## src/rtl/mtp_pkg.sv

```systemverilog
// Shared types, tag codes and sized-lead decode tables for the MessagePack
// tag header parser. No dependencies.
package mtp_pkg;

    // Input operation codes
    localparam logic [1:0] OP_DATA    = 2'd0;
    localparam logic [1:0] OP_END     = 2'd1;
    localparam logic [1:0] OP_RESTART = 2'd2;

    // Tag type codes
    localparam logic [3:0] TT_UNKNOWN = 4'd0;
    localparam logic [3:0] TT_NIL     = 4'd1;
    localparam logic [3:0] TT_BOOL    = 4'd2;
    localparam logic [3:0] TT_UINT    = 4'd3;
    localparam logic [3:0] TT_INT     = 4'd4;
    localparam logic [3:0] TT_F32     = 4'd5;
    localparam logic [3:0] TT_F64     = 4'd6;
    localparam logic [3:0] TT_STR     = 4'd7;
    localparam logic [3:0] TT_BIN     = 4'd8;
    localparam logic [3:0] TT_ARRAY   = 4'd9;
    localparam logic [3:0] TT_MAP     = 4'd10;
    localparam logic [3:0] TT_EXT     = 4'd11;

    // Lead byte values and masks
    localparam logic [7:0] LEAD_POS_MAX  = 8'h7f;
    localparam logic [7:0] LEAD_NEG_MIN  = 8'he0;
    localparam logic [7:0] LEAD_FIX_MASK = 8'hf0;
    localparam logic [7:0] LEAD_FIXMAP   = 8'h80;
    localparam logic [7:0] LEAD_FIXARR   = 8'h90;
    localparam logic [7:0] LEAD_STR_MASK = 8'he0;
    localparam logic [7:0] LEAD_FIXSTR   = 8'ha0;
    localparam logic [7:0] LEAD_NIL      = 8'hc0;
    localparam logic [7:0] LEAD_INVALID  = 8'hc1;
    localparam logic [7:0] LEAD_FALSE    = 8'hc2;
    localparam logic [7:0] LEAD_TRUE     = 8'hc3;
    localparam logic [7:0] LEAD_SIZED    = 8'hc4;
    localparam logic [7:0] MASK_LO5      = 8'h1f;
    localparam logic [7:0] MASK_LO4      = 8'h0f;
    localparam int unsigned SIZED_COUNT  = 28;

    // Default depth of the queue between front and back
    localparam int unsigned QUEUE_DEPTH_DEF = 4;

    // Classified word handed from front to back
    typedef struct packed {
        logic [1:0] op;
        logic [7:0] data;
        logic       imm;       // lead gives an immediate tag
        logic       bad;       // invalid lead byte
        logic       sized;     // lead starts a sized header
        logic [3:0] imm_type;
        logic [7:0] imm_val;
        logic       imm_neg;   // negative fixint, sign-extend imm_val
    } cls_t;

    // Sized lead table entry
    typedef struct packed {
        logic [4:0] total;     // trailing bytes
        logic [3:0] vbytes;    // bytes that go into the value
        logic [3:0] ttype;
        logic [4:0] fixed;     // fixext payload length
    } sized_t;

    function automatic sized_t sized_info(input logic [4:0] idx);
        sized_t s;
        s = '{total: 5'd0, vbytes: 4'd0, ttype: TT_UNKNOWN, fixed: 5'd0};
        unique case (idx)
            5'd0:  s = '{5'd1,  4'd1, TT_BIN,   5'd0};
            5'd1:  s = '{5'd2,  4'd2, TT_BIN,   5'd0};
            5'd2:  s = '{5'd4,  4'd4, TT_BIN,   5'd0};
            5'd3:  s = '{5'd2,  4'd1, TT_EXT,   5'd0};
            5'd4:  s = '{5'd3,  4'd2, TT_EXT,   5'd0};
            5'd5:  s = '{5'd5,  4'd4, TT_EXT,   5'd0};
            5'd6:  s = '{5'd4,  4'd4, TT_F32,   5'd0};
            5'd7:  s = '{5'd8,  4'd8, TT_F64,   5'd0};
            5'd8:  s = '{5'd1,  4'd1, TT_UINT,  5'd0};
            5'd9:  s = '{5'd2,  4'd2, TT_UINT,  5'd0};
            5'd10: s = '{5'd4,  4'd4, TT_UINT,  5'd0};
            5'd11: s = '{5'd8,  4'd8, TT_UINT,  5'd0};
            5'd12: s = '{5'd1,  4'd1, TT_INT,   5'd0};
            5'd13: s = '{5'd2,  4'd2, TT_INT,   5'd0};
            5'd14: s = '{5'd4,  4'd4, TT_INT,   5'd0};
            5'd15: s = '{5'd8,  4'd8, TT_INT,   5'd0};
            5'd16: s = '{5'd2,  4'd0, TT_EXT,   5'd1};
            5'd17: s = '{5'd3,  4'd0, TT_EXT,   5'd2};
            5'd18: s = '{5'd5,  4'd0, TT_EXT,   5'd4};
            5'd19: s = '{5'd9,  4'd0, TT_EXT,   5'd8};
            5'd20: s = '{5'd17, 4'd0, TT_EXT,   5'd16};
            5'd21: s = '{5'd1,  4'd1, TT_STR,   5'd0};
            5'd22: s = '{5'd2,  4'd2, TT_STR,   5'd0};
            5'd23: s = '{5'd4,  4'd4, TT_STR,   5'd0};
            5'd24: s = '{5'd2,  4'd2, TT_ARRAY, 5'd0};
            5'd25: s = '{5'd4,  4'd4, TT_ARRAY, 5'd0};
            5'd26: s = '{5'd2,  4'd2, TT_MAP,   5'd0};
            5'd27: s = '{5'd4,  4'd4, TT_MAP,   5'd0};
            default: s = '{5'd0, 4'd0, TT_UNKNOWN, 5'd0};
        endcase
        return s;
    endfunction

endpackage

```

## src/rtl/mtp_front.sv

```systemverilog
// Front end: classifies each incoming byte as if it were a lead byte.
// Depends on mtp_pkg.
module mtp_front (
    input  logic [1:0]    op,
    input  logic [7:0]    data_byte,
    output mtp_pkg::cls_t cls
);

    // Lead byte decode
    always_comb begin
        cls          = '0;
        cls.op       = op;
        cls.data     = data_byte;
        cls.imm      = 1'b1;
        cls.imm_type = mtp_pkg::TT_UNKNOWN;
        if (data_byte <= mtp_pkg::LEAD_POS_MAX) begin
            cls.imm_type = mtp_pkg::TT_UINT;
            cls.imm_val  = data_byte;
        end else if (data_byte >= mtp_pkg::LEAD_NEG_MIN) begin
            cls.imm_type = mtp_pkg::TT_INT;
            cls.imm_val  = data_byte;
            cls.imm_neg  = 1'b1;
        end else if ((data_byte & mtp_pkg::LEAD_FIX_MASK) == mtp_pkg::LEAD_FIXMAP) begin
            cls.imm_type = mtp_pkg::TT_MAP;
            cls.imm_val  = data_byte & mtp_pkg::MASK_LO4;
        end else if ((data_byte & mtp_pkg::LEAD_FIX_MASK) == mtp_pkg::LEAD_FIXARR) begin
            cls.imm_type = mtp_pkg::TT_ARRAY;
            cls.imm_val  = data_byte & mtp_pkg::MASK_LO4;
        end else if ((data_byte & mtp_pkg::LEAD_STR_MASK) == mtp_pkg::LEAD_FIXSTR) begin
            cls.imm_type = mtp_pkg::TT_STR;
            cls.imm_val  = data_byte & mtp_pkg::MASK_LO5;
        end else if (data_byte == mtp_pkg::LEAD_NIL) begin
            cls.imm_type = mtp_pkg::TT_NIL;
        end else if (data_byte == mtp_pkg::LEAD_INVALID) begin
            cls.imm = 1'b0;
            cls.bad = 1'b1;
        end else if (data_byte == mtp_pkg::LEAD_FALSE) begin
            cls.imm_type = mtp_pkg::TT_BOOL;
        end else if (data_byte == mtp_pkg::LEAD_TRUE) begin
            cls.imm_type = mtp_pkg::TT_BOOL;
            cls.imm_val  = 8'd1;
        end else begin
            cls.imm   = 1'b0;
            cls.sized = 1'b1;
        end
    end

endmodule

```

## src/rtl/mtp_queue.sv

```systemverilog
// Short queue of classified words between front and back.
// Depends on mtp_pkg.
module mtp_queue #(
    parameter int unsigned DEPTH = mtp_pkg::QUEUE_DEPTH_DEF
) (
    input  logic          aclk,
    input  logic          aresetn,
    input  logic          push,
    input  mtp_pkg::cls_t wr_data,
    output logic          full,
    input  logic          pop,
    output logic          empty,
    output mtp_pkg::cls_t rd_data
);

    localparam int unsigned AW = (DEPTH > 1) ? $clog2(DEPTH) : 1;
    localparam int unsigned CW = $clog2(DEPTH + 1);

    mtp_pkg::cls_t    mem_reg [DEPTH];
    logic [AW-1:0]    wr_ptr_reg, wr_ptr_next;
    logic [AW-1:0]    rd_ptr_reg, rd_ptr_next;
    logic [CW-1:0]    count_reg, count_next;

    assign full    = (count_reg == CW'(DEPTH));
    assign empty   = (count_reg == '0);
    assign rd_data = mem_reg[rd_ptr_reg];

    // Pointer and count update
    always_comb begin
        wr_ptr_next = wr_ptr_reg;
        rd_ptr_next = rd_ptr_reg;
        count_next  = count_reg;
        if (push) begin
            wr_ptr_next = (wr_ptr_reg == AW'(DEPTH - 1)) ? '0 : wr_ptr_reg + 1'b1;
        end
        if (pop) begin
            rd_ptr_next = (rd_ptr_reg == AW'(DEPTH - 1)) ? '0 : rd_ptr_reg + 1'b1;
        end
        if (push && !pop) begin
            count_next = count_reg + 1'b1;
        end else if (pop && !push) begin
            count_next = count_reg - 1'b1;
        end
    end

    always_ff @(posedge aclk) begin
        if (!aresetn) begin
            wr_ptr_reg <= '0;
            rd_ptr_reg <= '0;
            count_reg  <= '0;
        end else begin
            wr_ptr_reg <= wr_ptr_next;
            rd_ptr_reg <= rd_ptr_next;
            count_reg  <= count_next;
        end
    end

    // Storage, no reset
    always_ff @(posedge aclk) begin
        if (push) begin
            mem_reg[wr_ptr_reg] <= wr_data;
        end
    end

endmodule

```

## src/rtl/mtp_back.sv

```systemverilog
// Back end: header state, trailing byte accumulation and the result register.
// Depends on mtp_pkg.
module mtp_back (
    input  logic          aclk,
    input  logic          aresetn,
    input  logic          q_empty,
    input  mtp_pkg::cls_t q_data,
    output logic          q_pop,
    output logic          m_valid,
    input  logic          m_ready,
    output logic [3:0]    m_tag_type,
    output logic [63:0]   m_tag_value,
    output logic          m_parse_error
);

    logic [7:0]  lead_reg,  lead_next;
    logic [4:0]  left_reg,  left_next;
    logic [63:0] acc_reg,   acc_next;
    logic        err_reg,   err_next;
    logic        ovalid_reg, ovalid_next;
    logic [3:0]  otype_reg, otype_next;
    logic [63:0] oval_reg,  oval_next;
    logic        oerr_reg,  oerr_next;

    logic            emit;
    logic [4:0]      cur_idx;
    mtp_pkg::sized_t cur_info;
    logic [4:0]      lead_idx;
    mtp_pkg::sized_t lead_info;
    logic [4:0]      pos;
    logic [63:0]     acc_upd;
    logic [63:0]     fin_val;
    logic [4:0]      left_dec;

    assign q_pop         = !q_empty && (!ovalid_reg || m_ready);
    assign m_valid       = ovalid_reg;
    assign m_tag_type    = otype_reg;
    assign m_tag_value   = oval_reg;
    assign m_parse_error = oerr_reg;

    // Table lookups for the stored lead and for the byte as a new lead
    assign cur_idx   = 5'(lead_reg - mtp_pkg::LEAD_SIZED);
    assign cur_info  = mtp_pkg::sized_info(cur_idx);
    assign lead_idx  = 5'(q_data.data - mtp_pkg::LEAD_SIZED);
    assign lead_info = mtp_pkg::sized_info(lead_idx);
    assign pos       = cur_info.total - left_reg;
    assign left_dec  = left_reg - 5'd1;
    assign acc_upd   = (pos < 5'(cur_info.vbytes)) ? {acc_reg[55:0], q_data.data} : acc_reg;

    // Final value of a sized header
    always_comb begin
        fin_val = acc_upd;
        if (cur_info.vbytes == 4'd0) begin
            fin_val = 64'(cur_info.fixed);
        end else if (cur_info.ttype == mtp_pkg::TT_INT) begin
            unique case (cur_info.vbytes)
                4'd1:    fin_val = {{56{acc_upd[7]}},  acc_upd[7:0]};
                4'd2:    fin_val = {{48{acc_upd[15]}}, acc_upd[15:0]};
                4'd4:    fin_val = {{32{acc_upd[31]}}, acc_upd[31:0]};
                default: fin_val = acc_upd;
            endcase
        end
    end

    // Header state machine
    always_comb begin
        lead_next   = lead_reg;
        left_next   = left_reg;
        acc_next    = acc_reg;
        err_next    = err_reg;
        ovalid_next = ovalid_reg && !m_ready;
        otype_next  = otype_reg;
        oval_next   = oval_reg;
        oerr_next   = oerr_reg;
        emit        = 1'b0;

        if (q_pop) begin
            if (q_data.op == mtp_pkg::OP_RESTART) begin
                lead_next = '0;
                left_next = '0;
                acc_next  = '0;
                err_next  = 1'b0;
            end else if (q_data.op == mtp_pkg::OP_END && !err_reg) begin
                if (left_reg != '0) begin
                    emit = 1'b1;
                    oerr_next = 1'b1;
                end
            end else if (q_data.op == mtp_pkg::OP_DATA && !err_reg) begin
                if (left_reg != '0) begin
                    if (cur_idx >= 5'(mtp_pkg::SIZED_COUNT)) begin
                        emit      = 1'b1;
                        oerr_next = 1'b1;
                    end else begin
                        acc_next  = acc_upd;
                        left_next = left_dec;
                        if (left_dec == '0) begin
                            emit       = 1'b1;
                            acc_next   = '0;
                            otype_next = cur_info.ttype;
                            oval_next  = fin_val;
                            oerr_next  = 1'b0;
                        end
                    end
                end else begin
                    lead_next = q_data.data;
                    acc_next  = '0;
                    if (q_data.bad) begin
                        emit      = 1'b1;
                        oerr_next = 1'b1;
                    end else if (q_data.imm) begin
                        emit       = 1'b1;
                        otype_next = q_data.imm_type;
                        oval_next  = {{56{q_data.imm_neg}}, q_data.imm_val};
                        oerr_next  = 1'b0;
                    end else begin
                        left_next = lead_info.total;
                    end
                end
            end

            if (emit) begin
                ovalid_next = 1'b1;
                if (oerr_next) begin
                    err_next   = 1'b1;
                    left_next  = '0;
                    acc_next   = '0;
                    otype_next = mtp_pkg::TT_UNKNOWN;
                    oval_next  = '0;
                end
            end
        end
    end

    always_ff @(posedge aclk) begin
        if (!aresetn) begin
            lead_reg   <= '0;
            left_reg   <= '0;
            acc_reg    <= '0;
            err_reg    <= 1'b0;
            ovalid_reg <= 1'b0;
        end else begin
            lead_reg   <= lead_next;
            left_reg   <= left_next;
            acc_reg    <= acc_next;
            err_reg    <= err_next;
            ovalid_reg <= ovalid_next;
        end
    end

    // Result payload, no reset
    always_ff @(posedge aclk) begin
        otype_reg <= otype_next;
        oval_reg  <= oval_next;
        oerr_reg  <= oerr_next;
    end

endmodule

```

## src/rtl/msgpack_tag_header_parser.sv

```systemverilog
// MessagePack tag header parser, top level: front classifier, queue, back end.
// An accepted byte passes the queue and the back end into the result register.
// Throughput: one byte per cycle unless a held result waits for m_tready.
// s_tready drops only when the queue is full; m_tvalid waits in a result register.
// Reset (aresetn low, synchronous) empties the queue and clears all header state.
// Depends on mtp_pkg, mtp_front, mtp_queue, mtp_back.
module msgpack_tag_header_parser #(
    parameter int unsigned QUEUE_DEPTH = mtp_pkg::QUEUE_DEPTH_DEF
) (
    input  logic        aclk,
    input  logic        aresetn,
    input  logic        s_tvalid,
    output logic        s_tready,
    input  logic [7:0]  s_tdata,   // [7:0] data_byte
    input  logic [1:0]  s_tuser,   // [1:0] op
    output logic        m_tvalid,
    input  logic        m_tready,
    output logic [63:0] m_tdata,   // [63:0] tag_value
    output logic [4:0]  m_tuser    // [3:0] tag_type, [4] parse_error
);

    mtp_pkg::cls_t cls;
    mtp_pkg::cls_t q_data;
    logic          q_full;
    logic          q_empty;
    logic          q_pop;
    logic [3:0]    tag_type;
    logic [63:0]   tag_value;
    logic          parse_error;

    assign s_tready = !q_full;
    assign m_tdata  = tag_value;
    assign m_tuser  = {parse_error, tag_type};

    mtp_front u_front (
        .op        (s_tuser),
        .data_byte (s_tdata),
        .cls       (cls)
    );

    mtp_queue #(
        .DEPTH (QUEUE_DEPTH)
    ) u_queue (
        .aclk    (aclk),
        .aresetn (aresetn),
        .push    (s_tvalid && !q_full),
        .wr_data (cls),
        .full    (q_full),
        .pop     (q_pop),
        .empty   (q_empty),
        .rd_data (q_data)
    );

    mtp_back u_back (
        .aclk          (aclk),
        .aresetn       (aresetn),
        .q_empty       (q_empty),
        .q_data        (q_data),
        .q_pop         (q_pop),
        .m_valid       (m_tvalid),
        .m_ready       (m_tready),
        .m_tag_type    (tag_type),
        .m_tag_value   (tag_value),
        .m_parse_error (parse_error)
    );

endmodule

```

## config.mk

```make
export PLATFORM = sky130hd
export DESIGN_NAME = msgpack_tag_header_parser
export DESIGN_NICKNAME = d
export VERILOG_FILES = /design/src/rtl/mtp_pkg.sv /design/src/rtl/mtp_front.sv /design/src/rtl/mtp_queue.sv /design/src/rtl/mtp_back.sv /design/src/rtl/msgpack_tag_header_parser.sv
export SDC_FILE = /design/constraint.sdc
export NUM_CORES = 1
export LEC_CHECK = 0
export BUFFER_PORTS_ARGS = -buffer_cell sky130_fd_sc_hd__buf_2
export CORE_MARGIN = 3
export CORE_UTILIZATION = 40
export DETAILED_ROUTE_END_ITERATION = 7
export GPL_TIMING_DRIVEN = 0
export PLACE_DENSITY_LB_ADDON = 0.12
export SYNTH_ARGS = -nofsm -noshare
export SYNTH_HDL_FRONTEND = slang
export SYNTH_SLANG_ARGS = --single-unit
```

## constraint.sdc

```tcl
create_clock -name aclk -period 5.5 [get_ports aclk]
set_input_delay 0.825 -clock aclk [delete_from_list [all_inputs] [get_ports aclk]]
set_output_delay 0.825 -clock aclk [all_outputs]
set_load 0.01 [all_outputs]
```

==> impl_metrics.xml <==
<?xml version="1.0" encoding="UTF-8"?>
<metrics>
  <group name="placement">
    <metric name="place.gp.congestion" unit="">0.941</metric>
    <metric name="dpl-instance-area" unit="um2">13800</metric>
    <metric name="dp_hpwl" unit="um">24900</metric>
    <metric name="count_of_port_buffers_added_during_placement" unit="">83</metric>
  </group>
  <group name="route">
    <metric name="detail-route-antenna-nets" unit="">0</metric>
    <metric name="drc_errors" unit="">0</metric>
    <metric name="totalWireLength" unit="um">35600</metric>
    <metric name="dr_wl_met2" unit="um">16800</metric>
    <metric name="drt_iter0_drc" unit="">654</metric>
    <metric name="routed_wire_length_per_instance" unit="um">21.3</metric>
    <metric name="detail_route.wirelength.met1" unit="um">15900</metric>
    <metric name="detailedRoute.firstPassIterationCount" unit="">5</metric>
    <metric name="vias" unit="">9702</metric>
    <metric name="highest-signal-layer" unit="">met4</metric>
    <metric name="viasPerCell" unit="">5.80</metric>
    <metric name="dr_wl_met3" unit="um">1600</metric>
  </group>
  <group name="grt">
    <metric name="grt_start_max_net_pins" unit="">78</metric>
    <metric name="first_pass_grt_wire_length" unit="um">54600</metric>
    <metric name="grt_antenna_before_repair" unit="">0</metric>
    <metric name="overflow" unit="">0</metric>
    <metric name="groute.usage.overall" unit="%">20.1</metric>
    <metric name="grt_pass1_vias" unit="">9465</metric>
  </group>
  <group name="setup_path">
    <metric name="worst_setup_path_end_kind" unit="">flop</metric>
    <metric name="max_stage_delay" unit="ns">0.38</metric>
    <metric name="timing.setup.critical_path_class" unit="">flop to flop</metric>
    <metric name="timing.reg2reg.setup_slack" unit="ns">0.20</metric>
    <metric name="crit_path_end" unit="">u_back.m_tag_value[22]</metric>
    <metric name="critPathLaunchType" unit="">flop</metric>
    <metric name="timing.critical_path.slowest_stage_cell" unit="">a2111o_1</metric>
    <metric name="worstPathRequired" unit="ns">5.87</metric>
    <metric name="cp_num_cells" unit="">24</metric>
    <metric name="path_cells" unit="">buf_6, buf_6, inv_1, ha_4, buf_6, and3b_1, a21oi_2, mux2i_2, inv_1, o21ai_2, ha_1, xnor2_2, ha_1, a21o_1, a21o_1, a2111o_1, a22oi_2, buf_6, mux2_2, o22ai_4, buf_6, buf_2, nor3_1, o32ai_1</metric>
    <metric name="worst_r2r_startpoint" unit="">u_back.lead_reg[2]</metric>
    <metric name="crit_path_start" unit="">u_back.lead_reg[2]</metric>
    <metric name="cp_data_arrival_time" unit="ns">5.67</metric>
    <metric name="worst_r2r_endpoint" unit="">u_back.m_tag_value[22]</metric>
    <metric name="path_common_cell" unit="">buf_6</metric>
    <metric name="cpLargestDelayFamily" unit="">compound AO/OA/AOI/OAI gates</metric>
    <metric name="cp_num_buf_inv" unit="">8</metric>
    <metric name="worst_r2r_path_depth" unit="">24</metric>
    <metric name="cp_max_fo" unit="">10</metric>
  </group>
  <group name="cts">
    <metric name="cts_tree" unit="">built</metric>
    <metric name="cts_root_buffer" unit="">clkbuf_16</metric>
    <metric name="numCtsBuffers" unit="">29</metric>
    <metric name="cts_buffer_depth" unit="">3</metric>
    <metric name="cts.clk_slew.worst_paths" unit="ns">0.07</metric>
    <metric name="clock_insertion_delay_worst_skew" unit="ns">0.56</metric>
    <metric name="cts.htree.levels" unit="">1</metric>
    <metric name="cts_sinks" unit="">254</metric>
  </group>
  <group name="floorplanning">
    <metric name="die_y" unit="um">186</metric>
    <metric name="design.core.area" unit="um2">31600</metric>
    <metric name="std_cell_rows" unit="">65</metric>
    <metric name="dieArea" unit="um2">34400</metric>
    <metric name="starting_utilization_of_the_core_area" unit="%">40.8</metric>
    <metric name="ios" unit="">85</metric>
    <metric name="die_x" unit="um">186</metric>
  </group>
  <group name="layout">
    <metric name="final_net_count" unit="">1293</metric>
    <metric name="layout.filler_cells" unit="">2908</metric>
    <metric name="drive_gt1_share" unit="%">19.9</metric>
    <metric name="largest_register_ffs" unit="">100</metric>
    <metric name="multi_input_comb_area" unit="um2">5790</metric>
    <metric name="seq_area" unit="um2">6780</metric>
    <metric name="area.growth.synth_to_final" unit="%">17.1</metric>
    <metric name="layout.cells.most_common" unit="">edfxtp_1</metric>
    <metric name="mostFrequentLayoutCells" unit="">edfxtp_1 (169), buf_2 (100), dfxtp_1 (84)</metric>
    <metric name="layout.cell_area.non_filler" unit="um2">15100</metric>
    <metric name="n_antenna_cell" unit="">0</metric>
  </group>
  <group name="sta">
    <metric name="rsz0062_at_grt" unit="">false</metric>
    <metric name="final.period_utilization" unit="%">96.4</metric>
    <metric name="finalClockSkew" unit="ns">0.0195</metric>
    <metric name="setup-violations-final" unit="">0</metric>
    <metric name="setup-tns-final" unit="ns">0</metric>
    <metric name="worstMarginPinSlew" unit="ns">1.41</metric>
    <metric name="timing.slew.headroom" unit="%">3.47</metric>
    <metric name="finalHoldViolations" unit="">0</metric>
    <metric name="clock.fmax" unit="MHz">189</metric>
    <metric name="final_period_minus_worst_setup_slack" unit="ns">5.30</metric>
    <metric name="fin_worst_hold_slack" unit="ns">0.470</metric>
    <metric name="final_max_slew_viol_count" unit="">0</metric>
  </group>
  <group name="pwr">
    <metric name="power.total" unit="mW">11.1</metric>
    <metric name="ir_worst_vdd" unit="mV">0.494</metric>
    <metric name="powerDensity" unit="nW/um2">738</metric>
    <metric name="power_leakage" unit="nW">5.33</metric>
  </group>
  <group name="logic_synthesis">
    <metric name="yosys_most_used_dff" unit="">edfxtp_1</metric>
    <metric name="async_reset_ff_share" unit="%">0</metric>
    <metric name="synthesis.area" unit="um2">12900</metric>
    <metric name="yosys_warnings" unit="">0</metric>
    <metric name="synth_sequential_area_ratio" unit="%">52.5</metric>
    <metric name="post_synth_edffs" unit="">169</metric>
    <metric name="postSynthCellCount" unit="">1124</metric>
    <metric name="yosysUniqueCellTypes" unit="">78</metric>
    <metric name="synth.avg_cell_area" unit="um2">11.5</metric>
    <metric name="synthesis.nets" unit="">1168</metric>
    <metric name="synth-seq-cells" unit="">254</metric>
  </group>
  <group name="hold_path">
    <metric name="hold_path_class" unit="">flop to flop</metric>
  </group>
  <group name="flow_run">
    <metric name="cap_viol_max_count" unit="">0</metric>
  </group>
  <group name="outcome">
    <metric name="outcome" unit="">finished clean</metric>
  </group>
</metrics>
==> cells in the mapped netlist (3+ instances only) <==
cell / instances / area share (%)
and3b_1: 3 / 0.20
o21ai_0: 40 / 1.6
a22oi_1: 11 / 0.64
o22ai_1: 7 / 0.34
and3_1: 10 / 0.48
mux2_2: 14 / 1.2
a222oi_1: 4 / 0.31
a22o_1: 66 / 4.5
clkbuf_1: 44 / 1.3
nand2_1: 71 / 2.1
nand3b_1: 3 / 0.17
buf_2: 29 / 1.1
o2111ai_1: 3 / 0.20
dfxtp_1: 85 / 13
o32ai_1: 16 / 1.1
nand3_1: 44 / 1.7
o211ai_1: 8 / 0.47
and2_1: 14 / 0.68
mux2i_1: 63 / 4.9
or4_1: 3 / 0.17
xnor2_1: 6 / 0.41
a21oi_1: 49 / 1.9
a221o_1: 3 / 0.23
buf_1: 4 / 0.12
a32o_1: 32 / 2.5
a2111oi_0: 3 / 0.20
a21o_1: 6 / 0.35
nor2_1: 60 / 1.7
o221ai_1: 9 / 0.61
nand2b_1: 12 / 0.58
ha_1: 28 / 2.7
nor2b_1: 21 / 1.0
inv_1: 40 / 1.2
or3_1: 9 / 0.44
o21ai_1: 4 / 0.16
edfxtp_1: 169 / 39
a211oi_1: 4 / 0.23
nor3_1: 49 / 1.9
a21boi_0: 4 / 0.23
mux4_2: 25 / 4.4
==> what timing repair did <==
item	in CTS	in global routing
cloned	1	0
endpoints found under the setup margin	128	115
buffers inserted	4	6
gates resized for setup	45	26
pin swaps	2	5
hold buffers	0	0
==> worst min path at each step <==
stage / start / to / slack, ns / cells after the start
floorplan: u_back.acc_reg[56] / u_back.acc_reg[56] / 0.44 / 1
global placement: u_back.acc_reg[56] / u_back.acc_reg[56] / 0.46 / 1
global route: s_tuser[1] / u_queue.mem_reg[2][25] / 0.47 / 1
CTS: s_tuser[0] / u_queue.mem_reg[2][24] / 0.46 / 1
detailed placement: u_back.acc_reg[58] / u_back.acc_reg[58] / 0.46 / 1
finish: u_back.acc_reg[59] / u_back.acc_reg[59] / 0.47 / 1
==> per-stage QoR <==
step / utilization (%) / setup slack, ns / std cells
after floorplan: - / 0.0200 / 1124
after global placement: 43.7 / -1.16 / 1609
after detailed placement: 43.7 / -1.17 / 1609
after CTS: 47.3 / 0.00224 / 1668
after global routing: 47.7 / 0.00568 / 1674
final: 47.7 / 0.198 / 1674
==> area by class of cell <==
cell class / instances / area share, %
well taps: 402 / 3.33
flip-flops and latches: 254 / 44.9
plain buffers: 79 / 2.88
clock buffers: 38 / 5.10
repair buffers: 94 / 3.39
clock inverters: 16 / 1.01
multi-input cells: 750 / 38.3
inverters: 41 / 1.05
==> power by group <==
group / leakage, nW / switching, mW / total [mW] / internal (mW)
combinational: 2.60 / 3.56 / 6.31 / 2.76
clock: 0.445 / 0.794 / 1.88 / 1.08
sequential: 2.29 / 0.257 / 2.95 / 2.69
total: 5.33 / 4.61 / 11.1 / 6.53
==> cells by family (layout without fill, tap and decap cells) <==
kind of cell,count (synthesis),after routing,synth area share [%]
xor+xnor,8,8,0.543
flops,254,254,52.5
compound gates,299,299,17.6
fa+ha+maj,30,30,3.03
mux,102,102,10.5
buf+inv,120,268,3.86
simple gates,311,311,12.0
==> per-layer routing <==
layer | GRT usage (%) | up-vias
met5 | 0 | -
met4 | 6.55 | 0
met3 | 2.76 | 66
met2 | 33.5 | 273
met1 | 27.3 | 4736
li1 | - | 4627
Power figures use the tool's default switching activity.
